<file path="src/design/amic_pkg.sv">
// Shared types, constants and the CRC byte function for the archive member checker.
`default_nettype none

package amic_pkg;

  // Field widths
  localparam int SIZE_BITS      = 48;
  localparam int CRC_BITS       = 32;
  localparam int STATUS_BITS    = 3;
  localparam int COUNT_BITS_DEF = 48;

  // Configuration port geometry (64-bit registers at byte addresses 8*i)
  localparam int CFG_ADDR_BITS = 4;
  localparam int CFG_DATA_BITS = 64;
  localparam int CFG_IDX_BIT   = 3;

  // Register indexes
  localparam logic REG_EXPECTED_SIZE = 1'b0;
  localparam logic REG_EXPECTED_CRC  = 1'b1;

  // CRC-32, reflected form
  localparam logic [CRC_BITS-1:0] CRC_POLY = 32'hEDB8_8320;
  localparam logic [CRC_BITS-1:0] CRC_ONES = 32'hFFFF_FFFF;

  // Verdict codes
  localparam logic [STATUS_BITS-1:0] STATUS_RUNNING  = 3'd0;
  localparam logic [STATUS_BITS-1:0] STATUS_OK       = 3'd1;
  localparam logic [STATUS_BITS-1:0] STATUS_OVERSIZE = 3'd2;
  localparam logic [STATUS_BITS-1:0] STATUS_SHORT    = 3'd3;
  localparam logic [STATUS_BITS-1:0] STATUS_CRC_BAD  = 3'd4;

  typedef struct packed {
    logic       has_byte;
    logic [7:0] data_byte;
    logic       end_of_member;
  } in_item_t;

  typedef struct packed {
    logic [STATUS_BITS-1:0] status;
    logic [CRC_BITS-1:0]    crc_value;
    logic [SIZE_BITS-1:0]   bytes_seen;
  } out_item_t;

  // Configuration values seen by the checker core
  typedef struct packed {
    logic [SIZE_BITS-1:0] size_limit;
    logic [CRC_BITS-1:0]  expected_crc;
  } cfg_t;

  // One byte through the reflected CRC, bit at a time
  function automatic logic [CRC_BITS-1:0] crc_byte(input logic [CRC_BITS-1:0] crc,
                                                   input logic [7:0] data);
    logic [CRC_BITS-1:0] v;
    v = {24'b0, crc[7:0] ^ data};
    for (int i = 0; i < 8; i++) begin
      v = v[0] ? ((v >> 1) ^ CRC_POLY) : (v >> 1);
    end
    return v ^ (crc >> 8);
  endfunction

endpackage

`default_nettype wire

</file>
<file path="src/design/amic_cfg.sv">
// APB-style register file holding the declared size and declared CRC.
`default_nettype none

module amic_cfg (
  input  wire logic                                clk,
  input  wire logic                                rst_n,
  input  wire logic                                psel,
  input  wire logic                                penable,
  input  wire logic                                pwrite,
  input  wire logic [amic_pkg::CFG_ADDR_BITS-1:0]  paddr,
  input  wire logic [amic_pkg::CFG_DATA_BITS-1:0]  pwdata,
  output logic      [amic_pkg::CFG_DATA_BITS-1:0]  prdata,
  output logic                                     pready,
  output amic_pkg::cfg_t                           cfg
);

  logic [amic_pkg::SIZE_BITS-1:0] size_r;
  logic [amic_pkg::CRC_BITS-1:0]  crc_r;
  logic                           wr_en;
  logic                           idx;

  assign pready = 1'b1;
  assign wr_en  = psel && penable && pwrite && pready;
  assign idx    = paddr[amic_pkg::CFG_IDX_BIT];

  // Register writes
  always_ff @(posedge clk) begin
    if (!rst_n) begin
      size_r <= '0;
      crc_r  <= '0;
    end else if (wr_en) begin
      unique case (idx)
        amic_pkg::REG_EXPECTED_SIZE: size_r <= pwdata[amic_pkg::SIZE_BITS-1:0];
        amic_pkg::REG_EXPECTED_CRC:  crc_r  <= pwdata[amic_pkg::CRC_BITS-1:0];
        default: ;
      endcase
    end
  end

  // Read mux
  always_comb begin
    unique case (idx)
      amic_pkg::REG_EXPECTED_SIZE:
        prdata = amic_pkg::CFG_DATA_BITS'(size_r);
      amic_pkg::REG_EXPECTED_CRC:
        prdata = amic_pkg::CFG_DATA_BITS'(crc_r);
      default:
        prdata = '0;
    endcase
  end

  assign cfg.size_limit   = size_r;
  assign cfg.expected_crc = crc_r;

endmodule

`default_nettype wire

</file>
<file path="src/design/amic_core.sv">
// Member state (CRC, byte count, overflow flag) and the per-item verdict logic.
`default_nettype none

module amic_core #(
  parameter int COUNT_BITS = amic_pkg::COUNT_BITS_DEF
) (
  input  wire logic                clk,
  input  wire logic                rst_n,
  input  wire logic                advance,
  input  wire amic_pkg::in_item_t  item,
  input  wire amic_pkg::cfg_t      cfg,
  output amic_pkg::out_item_t      result
);

  // Common width for count vs. declared size compares
  localparam int CMP_BITS = (COUNT_BITS > amic_pkg::SIZE_BITS) ? COUNT_BITS
                                                               : amic_pkg::SIZE_BITS;

  logic [amic_pkg::CRC_BITS-1:0] crc_r, crc_nxt, crc_upd, final_crc;
  logic [COUNT_BITS-1:0]         count_r, count_nxt, count_upd;
  logic                          ovf_r, ovf_nxt, ovf_upd;
  logic [CMP_BITS-1:0]           count_ext, count_upd_ext, size_ext;
  logic                          room, take;

  // Byte acceptance: below declared size and count not saturated
  assign count_ext = CMP_BITS'(count_r);
  assign size_ext  = CMP_BITS'(cfg.size_limit);
  assign room      = (count_ext < size_ext) && !(&count_r);
  assign take      = item.has_byte && room;

  assign crc_upd       = take ? amic_pkg::crc_byte(crc_r, item.data_byte) : crc_r;
  assign count_upd     = take ? count_r + COUNT_BITS'(1) : count_r;
  assign ovf_upd       = ovf_r || (item.has_byte && !room);
  assign count_upd_ext = CMP_BITS'(count_upd);
  assign final_crc     = crc_upd ^ amic_pkg::CRC_ONES;

  // Verdict and result fields
  always_comb begin
    result.bytes_seen = count_upd_ext[amic_pkg::SIZE_BITS-1:0];
    if (item.end_of_member) begin
      result.crc_value = final_crc;
      if (ovf_upd) begin
        result.status = amic_pkg::STATUS_OVERSIZE;
      end else if (count_upd_ext != size_ext) begin
        result.status = amic_pkg::STATUS_SHORT;
      end else if (final_crc != cfg.expected_crc) begin
        result.status = amic_pkg::STATUS_CRC_BAD;
      end else begin
        result.status = amic_pkg::STATUS_OK;
      end
    end else begin
      result.crc_value = crc_upd;
      result.status    = amic_pkg::STATUS_RUNNING;
    end
  end

  // Next state: clear after any verdict
  always_comb begin
    if (item.end_of_member) begin
      crc_nxt   = amic_pkg::CRC_ONES;
      count_nxt = '0;
      ovf_nxt   = 1'b0;
    end else begin
      crc_nxt   = crc_upd;
      count_nxt = count_upd;
      ovf_nxt   = ovf_upd;
    end
  end

  always_ff @(posedge clk) begin
    if (!rst_n) begin
      crc_r   <= amic_pkg::CRC_ONES;
      count_r <= '0;
      ovf_r   <= 1'b0;
    end else if (advance) begin
      crc_r   <= crc_nxt;
      count_r <= count_nxt;
      ovf_r   <= ovf_nxt;
    end
  end

`ifndef SYNTHESIS
  // A verdict leaves the member state cleared
  a_clear_after_end: assert property (@(posedge clk) disable iff (!rst_n)
    advance && item.end_of_member |=>
      crc_r == amic_pkg::CRC_ONES && count_r == '0 && !ovf_r)
    else $error("member state not cleared after verdict");

  // State only moves when an item is processed
  a_hold_when_idle: assert property (@(posedge clk) disable iff (!rst_n)
    !advance |=> $stable(crc_r) && $stable(count_r) && $stable(ovf_r))
    else $error("member state changed without an item");

  // A sticky overflow always wins the verdict
  a_overflow_wins: assert property (@(posedge clk) disable iff (!rst_n)
    advance && ovf_r && item.end_of_member |->
      result.status == amic_pkg::STATUS_OVERSIZE)
    else $error("overflow not reported at end of member");
`endif

endmodule

`default_nettype wire

</file>
<file path="src/design/archive_member_integrity_checker_top.sv">
// Top level: input register, checker core, output register and config port.
// Pipeline: an item accepted into the input register has its result captured in the
//   output register when advance is high (output register empty or out_ready high).
// Throughput: one byte per cycle while the output is not stalled; the CRC byte update
//   and count compare form a loop on the member state registers.
// Reset: synchronous active-low rst_n clears both pipeline valids, presets the CRC
//   to all ones, zeroes the byte count, overflow flag and both config registers.
`default_nettype none

module archive_member_integrity_checker_top #(
  parameter int COUNT_BITS = amic_pkg::COUNT_BITS_DEF
) (
  input  wire logic                                clk,
  input  wire logic                                rst_n,
  // input channel
  input  wire logic                                in_valid,
  output logic                                     in_ready,
  input  wire amic_pkg::in_item_t                  in_data,
  // result channel
  output logic                                     out_valid,
  input  wire logic                                out_ready,
  output amic_pkg::out_item_t                      out_data,
  // configuration port
  input  wire logic                                cfg_psel,
  input  wire logic                                cfg_penable,
  input  wire logic                                cfg_pwrite,
  input  wire logic [amic_pkg::CFG_ADDR_BITS-1:0]  cfg_paddr,
  input  wire logic [amic_pkg::CFG_DATA_BITS-1:0]  cfg_pwdata,
  output logic      [amic_pkg::CFG_DATA_BITS-1:0]  cfg_prdata,
  output logic                                     cfg_pready
);

  amic_pkg::cfg_t      cfg;
  amic_pkg::in_item_t  in_item_r;
  amic_pkg::out_item_t out_data_r, result;
  logic                in_valid_r, out_valid_r;
  logic                advance;

  amic_cfg u_cfg (
    .clk     (clk),
    .rst_n   (rst_n),
    .psel    (cfg_psel),
    .penable (cfg_penable),
    .pwrite  (cfg_pwrite),
    .paddr   (cfg_paddr),
    .pwdata  (cfg_pwdata),
    .prdata  (cfg_prdata),
    .pready  (cfg_pready),
    .cfg     (cfg)
  );

  // Item moves from the input register to the output register
  assign advance  = in_valid_r && (!out_valid_r || out_ready);
  assign in_ready = !in_valid_r || advance;

  // Input register
  always_ff @(posedge clk) begin
    if (!rst_n) begin
      in_valid_r <= 1'b0;
    end else if (in_ready) begin
      in_valid_r <= in_valid;
    end
  end

  always_ff @(posedge clk) begin
    if (in_ready && in_valid) begin
      in_item_r <= in_data;
    end
  end

  amic_core #(
    .COUNT_BITS (COUNT_BITS)
  ) u_core (
    .clk     (clk),
    .rst_n   (rst_n),
    .advance (advance),
    .item    (in_item_r),
    .cfg     (cfg),
    .result  (result)
  );

  // Output register
  always_ff @(posedge clk) begin
    if (!rst_n) begin
      out_valid_r <= 1'b0;
    end else if (advance) begin
      out_valid_r <= 1'b1;
    end else if (out_ready) begin
      out_valid_r <= 1'b0;
    end
  end

  always_ff @(posedge clk) begin
    if (advance) begin
      out_data_r <= result;
    end
  end

  assign out_valid = out_valid_r;
  assign out_data  = out_data_r;

endmodule

`default_nettype wire
</file>
<file path="config.mk">
export PLATFORM = sky130hd
export DESIGN_NAME = archive_member_integrity_checker_top
export DESIGN_NICKNAME = d
export VERILOG_FILES = /design/src/design/amic_pkg.sv /design/src/design/amic_cfg.sv /design/src/design/amic_core.sv /design/src/design/archive_member_integrity_checker_top.sv
export SDC_FILE = /design/constraint.sdc
export NUM_CORES = 1
export LEC_CHECK = 0
export ABC_AREA = 1
export BUFFER_PORTS_ARGS = -buffer_cell sky130_fd_sc_hd__buf_2
export CORE_AREA = 2 2 231 233
export DETAILED_ROUTE_END_ITERATION = 10
export DIE_AREA = 0 0 233 235
export GPL_TIMING_DRIVEN = 1
export PLACE_DENSITY_LB_ADDON = 0.2
export SETUP_SLACK_MARGIN = 0.15
export SLEW_MARGIN = 20
export SYNTH_ARGS = -nofsm -noshare
export SYNTH_HDL_FRONTEND = slang
export SYNTH_HIERARCHICAL = 1
export SYNTH_SLANG_ARGS = --single-unit
export TNS_END_PERCENT = 1
</file>
<file path="constraint.sdc">
create_clock -name clk -period 7.3 [get_ports clk]
set_input_delay 0.73 -clock clk [delete_from_list [all_inputs] [get_ports clk]]
set_output_delay 0.73 -clock clk [all_outputs]
set_load 0.02 [all_outputs]
</file>
Word level (Yosys, flattened, before mapping)
Index checks and enable logic that the tools add are counted.

Register bits after elaboration: 256. Bits in latches: 0. RAM bits: 0. ROM bits: 0. Output and inout bits: 150. Logic and storage cells: 72. Memories kept: 0.

Add/subtract/negate cells: 1. Multiply operators: 0. Div/mod/pow operators: 0. Order comparisons: 1. Equal/unequal tests: 2. Shifts and indexed selects: 0. Muxes and demuxes: 20. Bitwise gates (word level): 13. Reductions and logical operators: 20.

Operators by type and width (number): $mux 32 (11); $pmux 64 s2 (1); $not 13->14 (7); $mux 48 (2); $add 48x1->48 const B (1); $lt 48x48->1 (1); $ne 48x48->1 (1); $reduce_and 48->1 (1); $ne 32x32->1 (1); $not 32->32 (1); $xor 32x24->32 (1); $not 1->14 (1); $xor 8x8->8 (1); $logic_and 1x1->1 (7); $logic_not 1->1 (4); $mux 2 (2); $reduce_and 2->1 (2); $logic_or 1x1->1 (3); $mux 1 (3); $mux 3 (1); $reduce_or 3->1 (1); $not 1->1 (2); $reduce_bool 2->1 (1); $reduce_or 2->1 (1).

Depth between registers and ports, before layout
Depth in word-level cells: 24. Mapped depth: 25.

Modules after synthesis
Netlist, hierarchy kept.

Modules (own cells, without submodules): amic_core (instances 1, cells each 2050, area an instance 11088.1 sq um, seq. area each 1621.6 sq um); amic_cfg (instances 1, cells each 644, area an instance 4072.7 sq um, seq. area each 1601.5 sq um); archive_member_integrity_checker_top (instances 1, cells each 106, area an instance 2887.8 sq um, seq. area each 2832.7 sq um).

Worst setup path after synthesis
OpenSTA, ideal clock, no wires.

Path kind: input port to flip-flop. Start point: in out_ready. End point: reg u_core.count_r[19], in the netlist u_core/count_ext[19]. Arrival time: 6.594 ns. Required time: 7.230 ns. Slack: 0.635 ns. Stages on the path: 8. Cells stage by stage: inv_1 a21oi_1 inv_1 nor2_1 clkbuf_1 clkbuf_1 nand2_1 a21oi_1.

Word-level cells in the longest chain between the ends: 2.

Ends and longest elaborated chain: from (decl) (RTL line archive_member_integrity_checker_top.sv:21) `input wire logic out_ready,`; $logic_or 1x1->1 (RTL line archive_member_integrity_checker_top.sv:53) `assign advance = in_valid_r && (!out_valid_r || out_ready);`; $logic_and 1x1->1 (RTL line archive_member_integrity_checker_top.sv:53); named net advance (RTL line archive_member_integrity_checker_top.sv:37) `logic advance;`; to (signal assigned) (RTL line amic_core.sv:77) `count_r <= count_nxt;`; to (decl) (RTL line amic_core.sv:20) `logic [COUNT_BITS-1:0] count_r, count_nxt, count_upd;`.

The timed path passes the listed nets, and every way through them passes these cells. A chain may end at the register's enable or synchronous reset.

Worst setup path after layout
Start point: reg u_cfg/size_r[47] (netlist bit). End point: reg out_data_r (netlist bit out_data[82]), data pin.

Word-level cells in the longest chain between the ends: 7.

Ends and longest elaborated chain: from (decl) (RTL line amic_cfg.sv:17) `logic [amic_pkg::SIZE_BITS-1:0] size_r;`; from (signal assigned) (RTL line amic_cfg.sv:33) `amic_pkg::REG_EXPECTED_SIZE: size_r <= pwdata[amic_pkg::SIZE_BITS-1:0];`; $lt 48x48->1 (RTL line amic_core.sv:28) `assign room = (count_ext < size_ext) && !(&count_r);`; $logic_and 1x1->1 (RTL line amic_core.sv:28); $logic_and 1x1->1 (RTL line amic_core.sv:29) `assign take = item.has_byte && room;`; $mux 32 (RTL line amic_core.sv:31) `assign crc_upd = take ? amic_pkg::crc_byte(crc_r, item.data_byte) : crc_r;`; $not 32->32 (no source line); $ne 32x32->1 (RTL line amic_core.sv:46) `end else if (final_crc != cfg.expected_crc) begin`; $mux 3 (RTL line amic_core.sv:46); to (signal assigned) (RTL line archive_member_integrity_checker_top.sv:95) `out_data_r <= result;`; to (decl) (RTL line archive_member_integrity_checker_top.sv:35) `amic_pkg::out_item_t out_data_r, result;`.

Parallel ways exist; a longest one is shown, timed or not.

==> results.md <==
* Top_reg_cell synth: dfxtp_1
* Slew headroom at a little under a third
* Final Setup Violations at 0
* Hold buffers post-CTS at 0
* Initial antenna violation count at 0
* RSZ-0062 raised after global routing: false
* Setup_tns at 0 ns
* Crit path from: u_cfg/size_r[47]$_SDFFE_PN0P_
* Peak VDD IR at 0.1682 mV
* Mapped Avg Cell Area at 6.446 µm²
* Port bufs at 198
* Ys async rst share at 0%
* Synth area leaders: nand2_1 21%, dfxtp_1 18%, edfxtp_1 15%, nand3_1 7.7%, inv_1 6.6%
* Critical Path RT at 7.67 ns
* Fin crit period at 4.931 ns
* Clock buffer depth at 3
* Clk slew on worst S/H paths at 0.07 ns
* Number of global-route vias before repair at 16.76k
* Pre-Repair DR Iteration Count at 6
* Least-Margin Pin Slew at 1.030 ns
* Hold Path Class: primary input to flip-flop
* Die H at 235 µm
* Fin. Hold Viols at 0
* Latest clock arrival within the worst-skew pair at 0.63 ns
* Global-route wire length before repair at 98.30 mm
* Place WS at roughly 2.5 ns
* Worst hold slack at 0.2799 ns
* Area Growth Syn to Fin at 13.14%
* Status: completed
* Avg WL per Cell at 17.69 µm
* Most numerous cell in the Yosys netlist: nand2_1
* Kind of critical path: flip-flop to flip-flop
* Remaining global-route overflow at 0
* CP bufs+invs at 3
* Post-Syn Area at around 0.018 mm²
* Gr usage total at a little under a quarter
* Synth Warn # at 6
* ANT nets after route at 0
* Critical Path Stages at 22
* Gr busiest metal: met2
* Final WL at 64.60 mm
* Power Dens Cells at 225.3 mW/mm²
* Crit path max fanout at 49
* RR Startpoint: u_cfg/size_r[47]$_SDFFE_PN0P_
* Dpl cell area at 0.01939 mm²
* Max incr delay on CP at between 0.7 and 0.8 ns
* Row cnt at 84
* Syn Inst Count at 2800
* Max Cap Violations at 0
* Initial core utilization at 34.55%
* Crit end category: flip-flop
* Initial drt markers at 1448
* Most frequent cells after synthesis: 1029 x nand2_1, 319 x inv_1, 313 x nor2_1, 278 x nand3_1, 163 x dfxtp_1
* Slowest-stage cell, CP: nand3_2
* Setup bufs post-CTS at 0
* Worst R2R Setup Slack at 2.37 ns
* Met3 Track Usage GR at 2.184%
* Cell mode on critical path: nand2_1
* Fmax at 202.8 MHz
* Die width at 233 µm
* Gpl congestion at ~0.93
* R2R cell count at 22
* LEAKAGE at 9.913 nW
* CP delay by family, top: simple AND/OR/NAND/NOR gates
* Worst setup margin at around 2.4 ns
* Arrival time at the worst endpoint at roughly 5.3 ns
* Met1 Use GR at 34.27%
* Final instance area at 0.02042 mm²
* Share of layout cells above drive strength 1 at roughly an eighth
* Final Skew at 0.05591 ns
* Final Max Tran Viols at 0
* Post-synth EDFFs at 93
* Critical hold path startpoint: in_data[3]
* Top-area cell type share of the netlist area at 21.40%
* # IOs at 235
* Final Util at about 39%
* Via density at 5.035
* Antenna Cells at 0
* # clock sinks at 256
* Period utilization at 67.55%
* Core ar. at 0.05224 mm²
* Post-cts sizing count at 0
* Total Nets Final at 3105
* Pin count of the biggest net entering global routing at 83
* Drc violations at 0
* Synthesized flop and latch total at 256
* Filler cells at 5552
* Clk root buf: clkbuf_16
* Via Count at roughly 18k
* CTS Buf Count at 30
* CP Cell Sequence: inv_1, ha_1, nand2_1, inv_1, nand2_1, nor2_1, nand2_1, nor3_1, nand2_4, nand3_2, buf_12, nand2_1, nand2_1, nand2_1, nand2_1, nand3_1, nor2_1, nand2_1, nor2_1, nand2_1, nand3_1, nor2_1
* H-tree levels at 1
* CTS tree: built
* Full die area at about 0.055 mm²
* DP HPWL at 48.47 mm
* Worst Hold Depth at 1
* Synth cell types at 37
* Met2 Usage GRT at between 30% and 40%
* Area leader, netlist: nand2_1
* Type of origin of the critical path: flip-flop
* Post-synthesis sequential area ratio at 33.55%
-- routing by layer --
| layer | vias to the layer above | part of all wire (%) |
|---|---|---|
| met5 | - | 0 |
| met3 | 58 | 6.7 |
| met2 | 649 | 44 |
| met1 | 8525 | 48 |
| met4 | 0 | 1.9 |
| li1 | 9154 | - |
-- cell families (layout without fill, tap and decap cells) --
kind of cell	after synthesis	in the layout	synth area share (%)
buffers and inverters	450	599	10.88
AO/OA/AOI/OAI	151	151	4.250
XOR/XNOR	55	55	2.794
other	2	17	0.04161
adder cells (fa/ha/maj)	80	80	5.546
AND/OR/NAND/NOR	1806	1806	42.94
flip-flops	256	256	33.55
-- metrics by stage --
step                      power (mW)  std cells
after floorplan                2.644       2815
after global placement         3.027       3596
after detailed placement       3.040       3596
after CTS                      4.648       3652
after global routing           4.868       3652
final                          4.601       3652
-- path summary, 6_finish.rpt --
path                                   end
max                 out_data[82]$_DFFE_PP_
min                 in_item_r[3]$_DFFE_PP_
max reg2reg         out_data[82]$_DFFE_PP_
min reg2reg  u_core/crc_r[13]$_SDFFE_PN1P_
-- layout make-up --
type	count	area [µm²]	area share (%)
Clock inverter	22	242.7	1.189
Multi-Input combinational cell	2109	10110	49.51
Tap cell	688	860.8	4.216
Sequential cell	256	6056	29.66
Inverter	328	1234	6.042
Timing Repair Buffer	215	1131	5.539
Clock buffer	34	785.8	3.848
-- state kept, by name, indices dropped and copies added, names as in the netlist --
register and cells:
in_item_r 10, in_valid_r 1, out_data 83, out_valid 1
u_cfg/crc_r 32, u_cfg/size_r 48, u_core/count_ext 48, u_core/crc_r 32
u_core/ovf_r 1
-- worst register-to-register path: cells and delay by family, from the launching register on --
kind	cells	cell delay, ns
adders and majority gates	1	0.31
buffers and inverters	3	0.51
DFF	1	0.46
and+or+nand+nor	18	3.40
-- placed cells by master (no fill, tap or decap), drive strengths merged --
| master | count |
|---|---|
| nand2 | 1041 |
| nor2 | 349 |
| inv | 327 |
| nand3 | 285 |
| buf | 215 |
| dfxtp | 163 |
| a21oi | 110 |
| nand4 | 99 |
| edfxtp | 93 |
| ha | 80 |
| xor2 | 47 |
| o21ai | 38 |
| clkbuf | 34 |
| nor3 | 23 |
| conb | 17 |
| clkinv | 14 |
| xnor2 | 8 |
| clkinvlp | 6 |
| nand3b | 5 |
| bufinv | 3 |
| o21a | 3 |
| nor3b | 2 |
| nor4 | 1 |
| and2 | 1 |
-- power breakdown --
group	switching [mW]	internal, mW
registers	0.0650	1.58
clock network	0.687	0.890
logic	0.977	0.398
total	1.73	2.87
(Power assumes the default switching activity.)
